[src/frs_pkg.sv]
// Shared types and constants of the frame RMS error block.
package frs_pkg;

  localparam int SAMPLE_W = 16;
  localparam int DIFF_W   = SAMPLE_W + 1;
  localparam int SQ_W     = 2 * DIFF_W;
  localparam int SUM_W    = 48;
  localparam int CNT_W    = 17;
  localparam int RMS_W    = 16;
  localparam int ROOT_W   = SUM_W / 2;
  localparam int REM_W    = ROOT_W + 2;
  localparam int ITER_W   = $clog2(SUM_W);

  localparam logic [CNT_W-1:0]  FRAME_CAP = CNT_W'(65536);
  localparam logic [CNT_W-1:0]  MAX_ITEMS = CNT_W'(65536);
  localparam logic [ITER_W-1:0] DIV_LAST  = ITER_W'(SUM_W - 1);
  localparam logic [ITER_W-1:0] ROOT_LAST = ITER_W'(ROOT_W - 1);

  // Controller states.
  typedef enum logic [2:0] {
    ST_ACC,
    ST_LOAD,
    ST_DIV,
    ST_SQINIT,
    ST_SQRT,
    ST_HOLD
  } state_t;

  // Commands from the controller to the datapath.
  typedef struct packed {
    logic accept;
    logic load;
    logic div_en;
    logic sqrt_load;
    logic sqrt_en;
    logic out_load;
  } ctrl_cmd_t;

  // Status from the datapath to the controller.
  typedef struct packed {
    logic emit;
    logic iter_last;
    logic out_free;
  } dp_stat_t;

endpackage

[src/frs_ctrl.sv]
// Controller state machine: accumulate, divide, square root, hand over.
module frs_ctrl
  import frs_pkg::*;
(
  input  logic       clk,
  input  logic       rst_n,
  input  logic       in_tvalid,
  output logic       in_tready,
  input  dp_stat_t   stat,
  output ctrl_cmd_t  cmd
);

  state_t state_r;
  state_t state_nxt;

  // State register.
  always_ff @(posedge clk) begin
    if (!rst_n) begin
      state_r <= ST_ACC;
    end else begin
      state_r <= state_nxt;
    end
  end

  // Next state and commands.
  always_comb begin
    state_nxt = state_r;
    cmd       = '0;
    in_tready = 1'b0;
    unique case (state_r)
      ST_ACC: begin
        in_tready  = 1'b1;
        cmd.accept = in_tvalid;
        if (in_tvalid && stat.emit) begin
          state_nxt = ST_LOAD;
        end
      end
      ST_LOAD: begin
        cmd.load  = 1'b1;
        state_nxt = ST_DIV;
      end
      ST_DIV: begin
        cmd.div_en = 1'b1;
        if (stat.iter_last) begin
          state_nxt = ST_SQINIT;
        end
      end
      ST_SQINIT: begin
        cmd.sqrt_load = 1'b1;
        state_nxt     = ST_SQRT;
      end
      ST_SQRT: begin
        cmd.sqrt_en = 1'b1;
        if (stat.iter_last) begin
          state_nxt = ST_HOLD;
        end
      end
      ST_HOLD: begin
        if (stat.out_free) begin
          cmd.out_load = 1'b1;
          state_nxt    = ST_ACC;
        end
      end
      default: begin
        state_nxt = ST_ACC;
      end
    endcase
  end

endmodule

[src/frs_dp.sv]
// Datapath: squared difference pipeline, accumulator, divider, square root, output register.
module frs_dp
  import frs_pkg::*;
(
  input  logic                  clk,
  input  logic                  rst_n,
  input  logic                  cfg_wr_en,
  input  logic [CNT_W-1:0]      cfg_wr_data,
  input  logic [2*SAMPLE_W-1:0] in_tdata,
  input  logic                  in_tlast,
  output logic                  out_tvalid,
  input  logic                  out_tready,
  output logic [RMS_W-1:0]      out_tdata,
  output logic                  out_tuser,
  input  ctrl_cmd_t             cmd,
  output dp_stat_t              stat
);

  logic [CNT_W-1:0]  frame_len_r;
  logic [SUM_W-1:0]  sum_r;
  logic [CNT_W-1:0]  cnt_r;
  logic              ovf_r;
  logic [SQ_W-1:0]   sq_r;
  logic              pend_v_r;
  logic              pend_add_r;
  logic              pend_clr_r;
  logic [CNT_W-1:0]  den_r;
  logic              res_ovf_r;
  logic [SUM_W-1:0]  div_q_r;
  logic [CNT_W-1:0]  div_rem_r;
  logic [REM_W-1:0]  sq_rem_r;
  logic [ROOT_W-1:0] sq_root_r;
  logic [ITER_W-1:0] iter_r;
  logic              out_valid_r;
  logic [RMS_W-1:0]  out_data_r;
  logic              out_user_r;

  logic signed [DIFF_W-1:0] samp_a;
  logic signed [DIFF_W-1:0] samp_b;
  logic signed [DIFF_W-1:0] diff;
  logic [DIFF_W-1:0]        abs_diff;
  logic [SQ_W-1:0]          sq;
  logic [CNT_W-1:0]         flen;
  logic                     frame_mode;
  logic [CNT_W-1:0]         cnt_inc;
  logic                     full;
  logic                     take;
  logic                     emit;
  logic                     clr;
  logic [SUM_W-1:0]         sum_new;
  logic [CNT_W:0]           div_tmp;
  logic                     div_ge;
  logic [CNT_W:0]           div_diff;
  logic [REM_W+1:0]         sq_tmp;
  logic [REM_W+1:0]         sq_trial;
  logic                     sq_ge;
  logic [REM_W+1:0]         sq_diff;
  logic [RMS_W-1:0]         rms;

  // Squared difference of the incoming pair.
  always_comb begin
    samp_a   = DIFF_W'(signed'(in_tdata[SAMPLE_W-1:0]));
    samp_b   = DIFF_W'(signed'(in_tdata[2*SAMPLE_W-1:SAMPLE_W]));
    diff     = samp_a - samp_b;
    abs_diff = diff[DIFF_W-1] ? DIFF_W'(-diff) : DIFF_W'(diff);
    sq       = SQ_W'(abs_diff) * SQ_W'(abs_diff);
  end

  // Frame bookkeeping for the item on offer.
  always_comb begin
    flen       = (frame_len_r > FRAME_CAP) ? FRAME_CAP : frame_len_r;
    frame_mode = (flen != '0);
    cnt_inc    = cnt_r + CNT_W'(1);
    full       = (cnt_r >= MAX_ITEMS);
    take       = frame_mode || !full;
    emit       = frame_mode ? (cnt_inc >= flen) : in_tlast;
    clr        = emit || in_tlast;
    sum_new    = sum_r + (pend_add_r ? SUM_W'(sq_r) : '0);
  end

  // One restoring divide step and one square root step.
  always_comb begin
    div_tmp  = {div_rem_r, div_q_r[SUM_W-1]};
    div_ge   = (div_tmp >= {1'b0, den_r});
    div_diff = div_tmp - {1'b0, den_r};
    sq_tmp   = {sq_rem_r, div_q_r[SUM_W-1:SUM_W-2]};
    sq_trial = {2'b00, sq_root_r, 2'b01};
    sq_ge    = (sq_tmp >= sq_trial);
    sq_diff  = sq_tmp - sq_trial;
  end

  // Saturated result, zero for an empty count.
  always_comb begin
    if (den_r == '0) begin
      rms = '0;
    end else if (sq_root_r[ROOT_W-1:RMS_W] != '0) begin
      rms = '1;
    end else begin
      rms = sq_root_r[RMS_W-1:0];
    end
  end

  assign stat.emit      = emit;
  assign stat.iter_last = (iter_r == '0);
  assign stat.out_free  = !out_valid_r || out_tready;

  // Accumulator and the one-stage pipeline behind it.
  always_ff @(posedge clk) begin
    if (!rst_n) begin
      frame_len_r <= '0;
      sum_r       <= '0;
      cnt_r       <= '0;
      ovf_r       <= 1'b0;
      pend_v_r    <= 1'b0;
      pend_add_r  <= 1'b0;
      pend_clr_r  <= 1'b0;
    end else if (cfg_wr_en) begin
      frame_len_r <= cfg_wr_data;
      sum_r       <= '0;
      cnt_r       <= '0;
      ovf_r       <= 1'b0;
      pend_v_r    <= 1'b0;
    end else begin
      if (pend_v_r) begin
        sum_r <= pend_clr_r ? '0 : sum_new;
      end
      pend_v_r <= cmd.accept;
      if (cmd.accept) begin
        pend_add_r <= take;
        pend_clr_r <= clr;
        if (clr) begin
          cnt_r <= '0;
          ovf_r <= 1'b0;
        end else if (take) begin
          cnt_r <= cnt_inc;
        end else begin
          ovf_r <= 1'b1;
        end
      end
    end
  end

  // Payload of the pipeline and the frame snapshot.
  always_ff @(posedge clk) begin
    if (cmd.accept) begin
      sq_r <= sq;
      if (emit) begin
        den_r     <= take ? cnt_inc : cnt_r;
        res_ovf_r <= !frame_mode && (ovf_r || full);
      end
    end
  end

  // Divider and square root share the quotient register.
  always_ff @(posedge clk) begin
    if (cmd.load) begin
      div_q_r   <= sum_new;
      div_rem_r <= '0;
    end else if (cmd.div_en) begin
      div_q_r   <= {div_q_r[SUM_W-2:0], div_ge};
      div_rem_r <= div_ge ? div_diff[CNT_W-1:0] : div_tmp[CNT_W-1:0];
    end else if (cmd.sqrt_en) begin
      div_q_r <= {div_q_r[SUM_W-3:0], 2'b00};
    end
    if (cmd.sqrt_load) begin
      sq_rem_r  <= '0;
      sq_root_r <= '0;
    end else if (cmd.sqrt_en) begin
      sq_rem_r  <= sq_ge ? sq_diff[REM_W-1:0] : sq_tmp[REM_W-1:0];
      sq_root_r <= {sq_root_r[ROOT_W-2:0], sq_ge};
    end
  end

  // Step counter for both iterative units.
  always_ff @(posedge clk) begin
    if (!rst_n) begin
      iter_r <= '0;
    end else if (cmd.load) begin
      iter_r <= DIV_LAST;
    end else if (cmd.sqrt_load) begin
      iter_r <= ROOT_LAST;
    end else if (cmd.div_en || cmd.sqrt_en) begin
      iter_r <= iter_r - ITER_W'(1);
    end
  end

  // Output register.
  always_ff @(posedge clk) begin
    if (!rst_n) begin
      out_valid_r <= 1'b0;
    end else if (cmd.out_load) begin
      out_valid_r <= 1'b1;
    end else if (out_tready) begin
      out_valid_r <= 1'b0;
    end
  end

  always_ff @(posedge clk) begin
    if (cmd.out_load) begin
      out_data_r <= rms;
      out_user_r <= res_ovf_r;
    end
  end

  assign out_tvalid = out_valid_r;
  assign out_tdata  = out_data_r;
  assign out_tuser  = out_user_r;

endmodule

[src/frame_rms_error.sv]
// Top level of the frame RMS error block.
//
//  channel   direction  tdata                          tuser       tlast
//  in_       in         [15:0] sample_a, [31:16] b     -           end_of_stream
//  out_      out        [15:0] rms_error               overflowed  -
//  cfg_      in         [16:0] frame_length (write)    -           -
//
// A pair is taken every cycle while a frame is open. At the end of a frame
// the block stops taking items through one load, 48 divide steps,
// one root set-up, 24 root steps and one hand-over to the output register.
// The hand-over waits while an earlier result is still held at the output.
// Reset is synchronous and active low; it clears the frame length and sums.
module frame_rms_error
  import frs_pkg::*;
(
  input  logic                  clk,
  input  logic                  rst_n,
  input  logic                  cfg_wr_en,
  input  logic [CNT_W-1:0]      cfg_wr_data,   // frame_length
  input  logic                  in_tvalid,
  output logic                  in_tready,
  input  logic [2*SAMPLE_W-1:0] in_tdata,      // sample_a, sample_b
  input  logic                  in_tlast,
  output logic                  out_tvalid,
  input  logic                  out_tready,
  output logic [RMS_W-1:0]      out_tdata,     // rms_error
  output logic                  out_tuser      // overflowed
);

  ctrl_cmd_t cmd;
  dp_stat_t  stat;

  frs_ctrl u_ctrl (
    .clk       (clk),
    .rst_n     (rst_n),
    .in_tvalid (in_tvalid),
    .in_tready (in_tready),
    .stat      (stat),
    .cmd       (cmd)
  );

  frs_dp u_dp (
    .clk         (clk),
    .rst_n       (rst_n),
    .cfg_wr_en   (cfg_wr_en),
    .cfg_wr_data (cfg_wr_data),
    .in_tdata    (in_tdata),
    .in_tlast    (in_tlast),
    .out_tvalid  (out_tvalid),
    .out_tready  (out_tready),
    .out_tdata   (out_tdata),
    .out_tuser   (out_tuser),
    .cmd         (cmd),
    .stat        (stat)
  );

endmodule

[config.mk]
export PLATFORM = sky130hd
export DESIGN_NAME = frame_rms_error
export DESIGN_NICKNAME = d
export VERILOG_FILES = /design/src/frs_pkg.sv /design/src/frs_ctrl.sv /design/src/frs_dp.sv /design/src/frame_rms_error.sv
export SDC_FILE = /design/constraint.sdc
export NUM_CORES = 1
export LEC_CHECK = 0
export BUFFER_PORTS_ARGS = -buffer_cell sky130_fd_sc_hd__buf_2
export CORE_AREA = 2 2 303 305
export DETAILED_ROUTE_END_ITERATION = 8
export DIE_AREA = 0 0 305 307
export MAX_ROUTING_LAYER = met4
export SKIP_LAST_GASP = 1
export SLEW_MARGIN = 20
export SYNTH_ARGS = -nofsm -noshare
export SYNTH_HDL_FRONTEND = slang
export SYNTH_SLANG_ARGS = --single-unit
[constraint.sdc]
create_clock -name clk -period 11.7 [get_ports clk]
set_clock_uncertainty 0.2 [all_clocks]
set_input_delay 1.17 -clock clk [delete_from_list [all_inputs] [get_ports clk]]
set_output_delay 1.17 -clock clk [all_outputs]
set_load 0.03 [all_outputs]
==> flow_metrics.py <==
metrics = {
    "grt": {
        "grt_use_total": 0.1257,
        "grt_pass1_vias": 19310,
        "globalRouteOverflowTotal": 0,
        "grt_start_max_net_pins": 61,
        "grt_pass1_wl_um": 96990,
        "antenna_violations_before_repair": 0,
    },
    "timing": {
        "number_of_setup_violations_in_the_final_report": 0,
        "min_period_ps": 10500,
        "slew_headroom": 0.2389,
        "post-route-period-util": 0.8973,
        "max_freq_mhz": 95.26,
        "drv_slew": 0,
        "setup_total_negative_slack_ps": 0,
        "worst-slew-pin-transition_ps": 1137,
        "setup_repair_after_global_routing_missed_its_margin": "no",
        "final_hold_viol_count": 0,
    },
    "routing": {
        "routed_wl_um": 57640,
        "dr_total_vias": 19590,
        "detailed_route_vias_per_instance": 4.793,
        "detail_route.first_pass.iterations": 5,
        "drt_iter0_markers": 1068,
        "routedWlPerCell_um": 14.11,
        "drtAntennaViolNets": 0,
        "drc": 0,
    },
    "clocking": {
        "clock_latency_ps": 590,
        "post_cts.resized_instances": 0,
        "htreeDepth": 1,
        "tritoncts": "yes",
        "cts-buffers-inserted": 31,
        "cts.hold.buffers_added": 0,
        "path_clk_slew_ps": 60,
        "clk_path_buf_depth": 3,
        "cts_post_setup_buffers_inserted": 0,
        "clk_root_buffer_cell": "clkbuf_16",
        "clock-sinks": 279,
    },
    "layout": {
        "final_util": 0.3076,
        "drive_gt1_frac": 0.07310,
        "finalNetCount": 3341,
        "layout-area-overhead-vs-synth_pct": 11.40,
        "fillers": 9495,
        "diodes": 0,
        "final-instance-count-excl-fill": 4086,
    },
    "run": {
        "drv_cap": 0,
    },
    "critical_path": {
        "end_kind": "register",
        "timing.critical_path.to": "u_dp.sq_r[33]",
        "crit_fanout": 10,
        "reg2reg_to": "u_ctrl.state_r[0]",
        "cp-startpoint": "in_tdata[0]",
        "required_ps": 11820,
        "timing.reg2reg.worst_path_depth": 17,
        "worst_path_most_repeated_cell": "fa_1",
        "timing_worst_setup_path_type": "primary input to register",
        "slowest_delay_ps": 770,
        "reg2reg_slack_ps": 6880,
        "rr_startpoint": "u_dp.cnt_r[0]",
        "cp-start-kind": "primary input",
        "critPathSlowestCell": "xor2_1",
        "crit_arrival_ps": 10610,
    },
    "floorplan": {
        "design.die.area_mm2": 0.09364,
        "core.rowCount": 111,
        "initial_core_util": 0.2761,
        "design.core.area_mm2": 0.09069,
        "die_height_um": 307,
        "fp.dieW_um": 305,
        "boundaryPins": 74,
    },
    "synth": {
        "ys_async_sr_fraction": 0,
        "synth_edf_count": 116,
        "syn-cell-area_mm2": 0.02504,
        "synth_cells": 2834,
        "ys.warnings.count": 0,
        "portion_of_the_post_synthesis_area_used_by_sequential_elements": 0.2694,
        "synth_flop_cell": "dfxtp_1",
        "ys_ff_latch": 279,
        "synthesis.area_per_instance_um2": 8.836,
        "synth_cell_types": 83,
    },
    "min_path": {
        "holdCritPathClass": "register to register",
    },
    "outcome": {
        "status": "complete, no violations",
    },
    "placement": {
        "dpl.cell_count": 4028,
        "finalWeightedCongestion": 0.8914,
        "post-dp-hpwl_um": 44760,
        "port_buffers": 73,
    },
}
==> registers in the layout (all words and copies together) (netlist names), 3 cells and up <==
signal and cells:
u_dp.div_rem_r 17, u_dp.out_tdata 16, u_dp.sum_r 48, u_dp.iter_r 6, u_dp.div_q_r 48, u_dp.sq_r 33
u_dp.sq_root_r 24, u_dp.cnt_r 17, u_dp.den_r 17, u_ctrl.state_r 3, u_dp.frame_len_r 17, u_dp.sq_rem_r 26
==> worst min-delay path by stage <==
stage	from	end	slack (ps)	cells past startpoint
2_1_floorplan	u_dp.res_ovf_r	u_dp.out_tuser	200	0
3_3_place_gp	u_dp.res_ovf_r	u_dp.out_tuser	200	0
3_5_place_dp	u_dp.res_ovf_r	u_dp.out_tuser	210	0
4_1_cts	u_dp.res_ovf_r	u_dp.out_tuser	220	0
5_1_grt	u_dp.res_ovf_r	u_dp.out_tuser	250	0
6_report	u_dp.res_ovf_r	u_dp.out_tuser	220	0
==> through the flow <==
stage	hold slack, ps	worst slack, ps	instance area [um^2]
6_report	223.4	1202	27900
3_5_place_dp	209.9	709.6	26820
3_3_place_gp	201.4	898.3	26810
5_1_grt	246.5	678.4	27900
4_1_cts	224.2	1320	27900
2_1_floorplan	200.3	1880	25070
==> routing by layer <==
layer | wire length [um] | track usage | vias up
met1 | 27450 | 0.1669 | 9295
met4 | 1065 | 0.02752 | 0
met5 | 0 | - | -
met3 | 2328 | 0.01330 | 75
li1 | - | - | 9818
met2 | 26790 | 0.2066 | 397
==> logic make-up after synthesis <==
| group | share of synthesized area |
|---|---|
| compound gates | 0.1744 |
| xor+xnor | 0.05516 |
| fa+ha+maj | 0.2632 |
| buf+inv | 0.07215 |
| flops | 0.2694 |
| mux | 0.01294 |
| other cells | 0.0002999 |
| simple gates | 0.1524 |
==> cells in the final DEF, fill, tap and decap left out, drive strengths merged, types with 58 or more instances in the layout <==
| cell type | synthesis | final |
|---|---|---|
| a21oi | 173 | 173 |
| and2 | 58 | 58 |
| buf | 15 | 107 |
| dfxtp | 163 | 163 |
| edfxtp | 116 | 116 |
| fa | 193 | 193 |
| ha | 218 | 218 |
| inv | 367 | 368 |
| nand2 | 280 | 280 |
| nor2 | 198 | 198 |
| o21ai | 167 | 167 |
| xnor2 | 82 | 82 |
| xor2 | 74 | 74 |
==> area by class of cell <==
cell class	instances	area (um^2)	area share
flip-flops and latches	279	6746	0.2418
inverters	368	1381	0.04952
well taps	1186	1484	0.05320
clock inverters	24	271.5	0.009733
clock buffers	34	807.0	0.02893
multi-input cells	2088	16580	0.5945
repair buffers	107	620.6	0.02225
==> cell usage after synthesis (18+ instances only) <==
cell	count	area share
a21o_1	55	0.016
a21oi_1	173	0.035
a31oi_1	18	0.0045
and2_1	58	0.014
clkbuf_1	93	0.014
dfxtp_1	163	0.13
edfxtp_1	116	0.14
fa_1	193	0.15
ha_1	218	0.11
inv_1	359	0.054
mux2i_1	29	0.012
nand2_1	276	0.041
nand2b_1	26	0.0065
nand3_1	47	0.0094
nand4_1	27	0.0067
nor2_1	198	0.030
nor2b_1	37	0.0092
nor3_1	27	0.0054
o21a_1	40	0.012
o21ai_0	165	0.033
o22ai_1	48	0.012
or3_1	20	0.0050
xnor2_1	81	0.028
xor2_1	73	0.026
==> worst max-delay path, delay by kind of cell <==
family | cells | cell delay (ps)
adders and majority gates | 9 | 4010
xor gates and xnor gates | 2 | 880
and+or+nand+nor | 5 | 890
AOI/OAI and AO/OA | 9 | 3050
buffers and inverters | 7 | 600
Power is left out: the tool's default activity adds up to more than one toggle a clock period on the data nets, which glitch-free logic cannot reach.
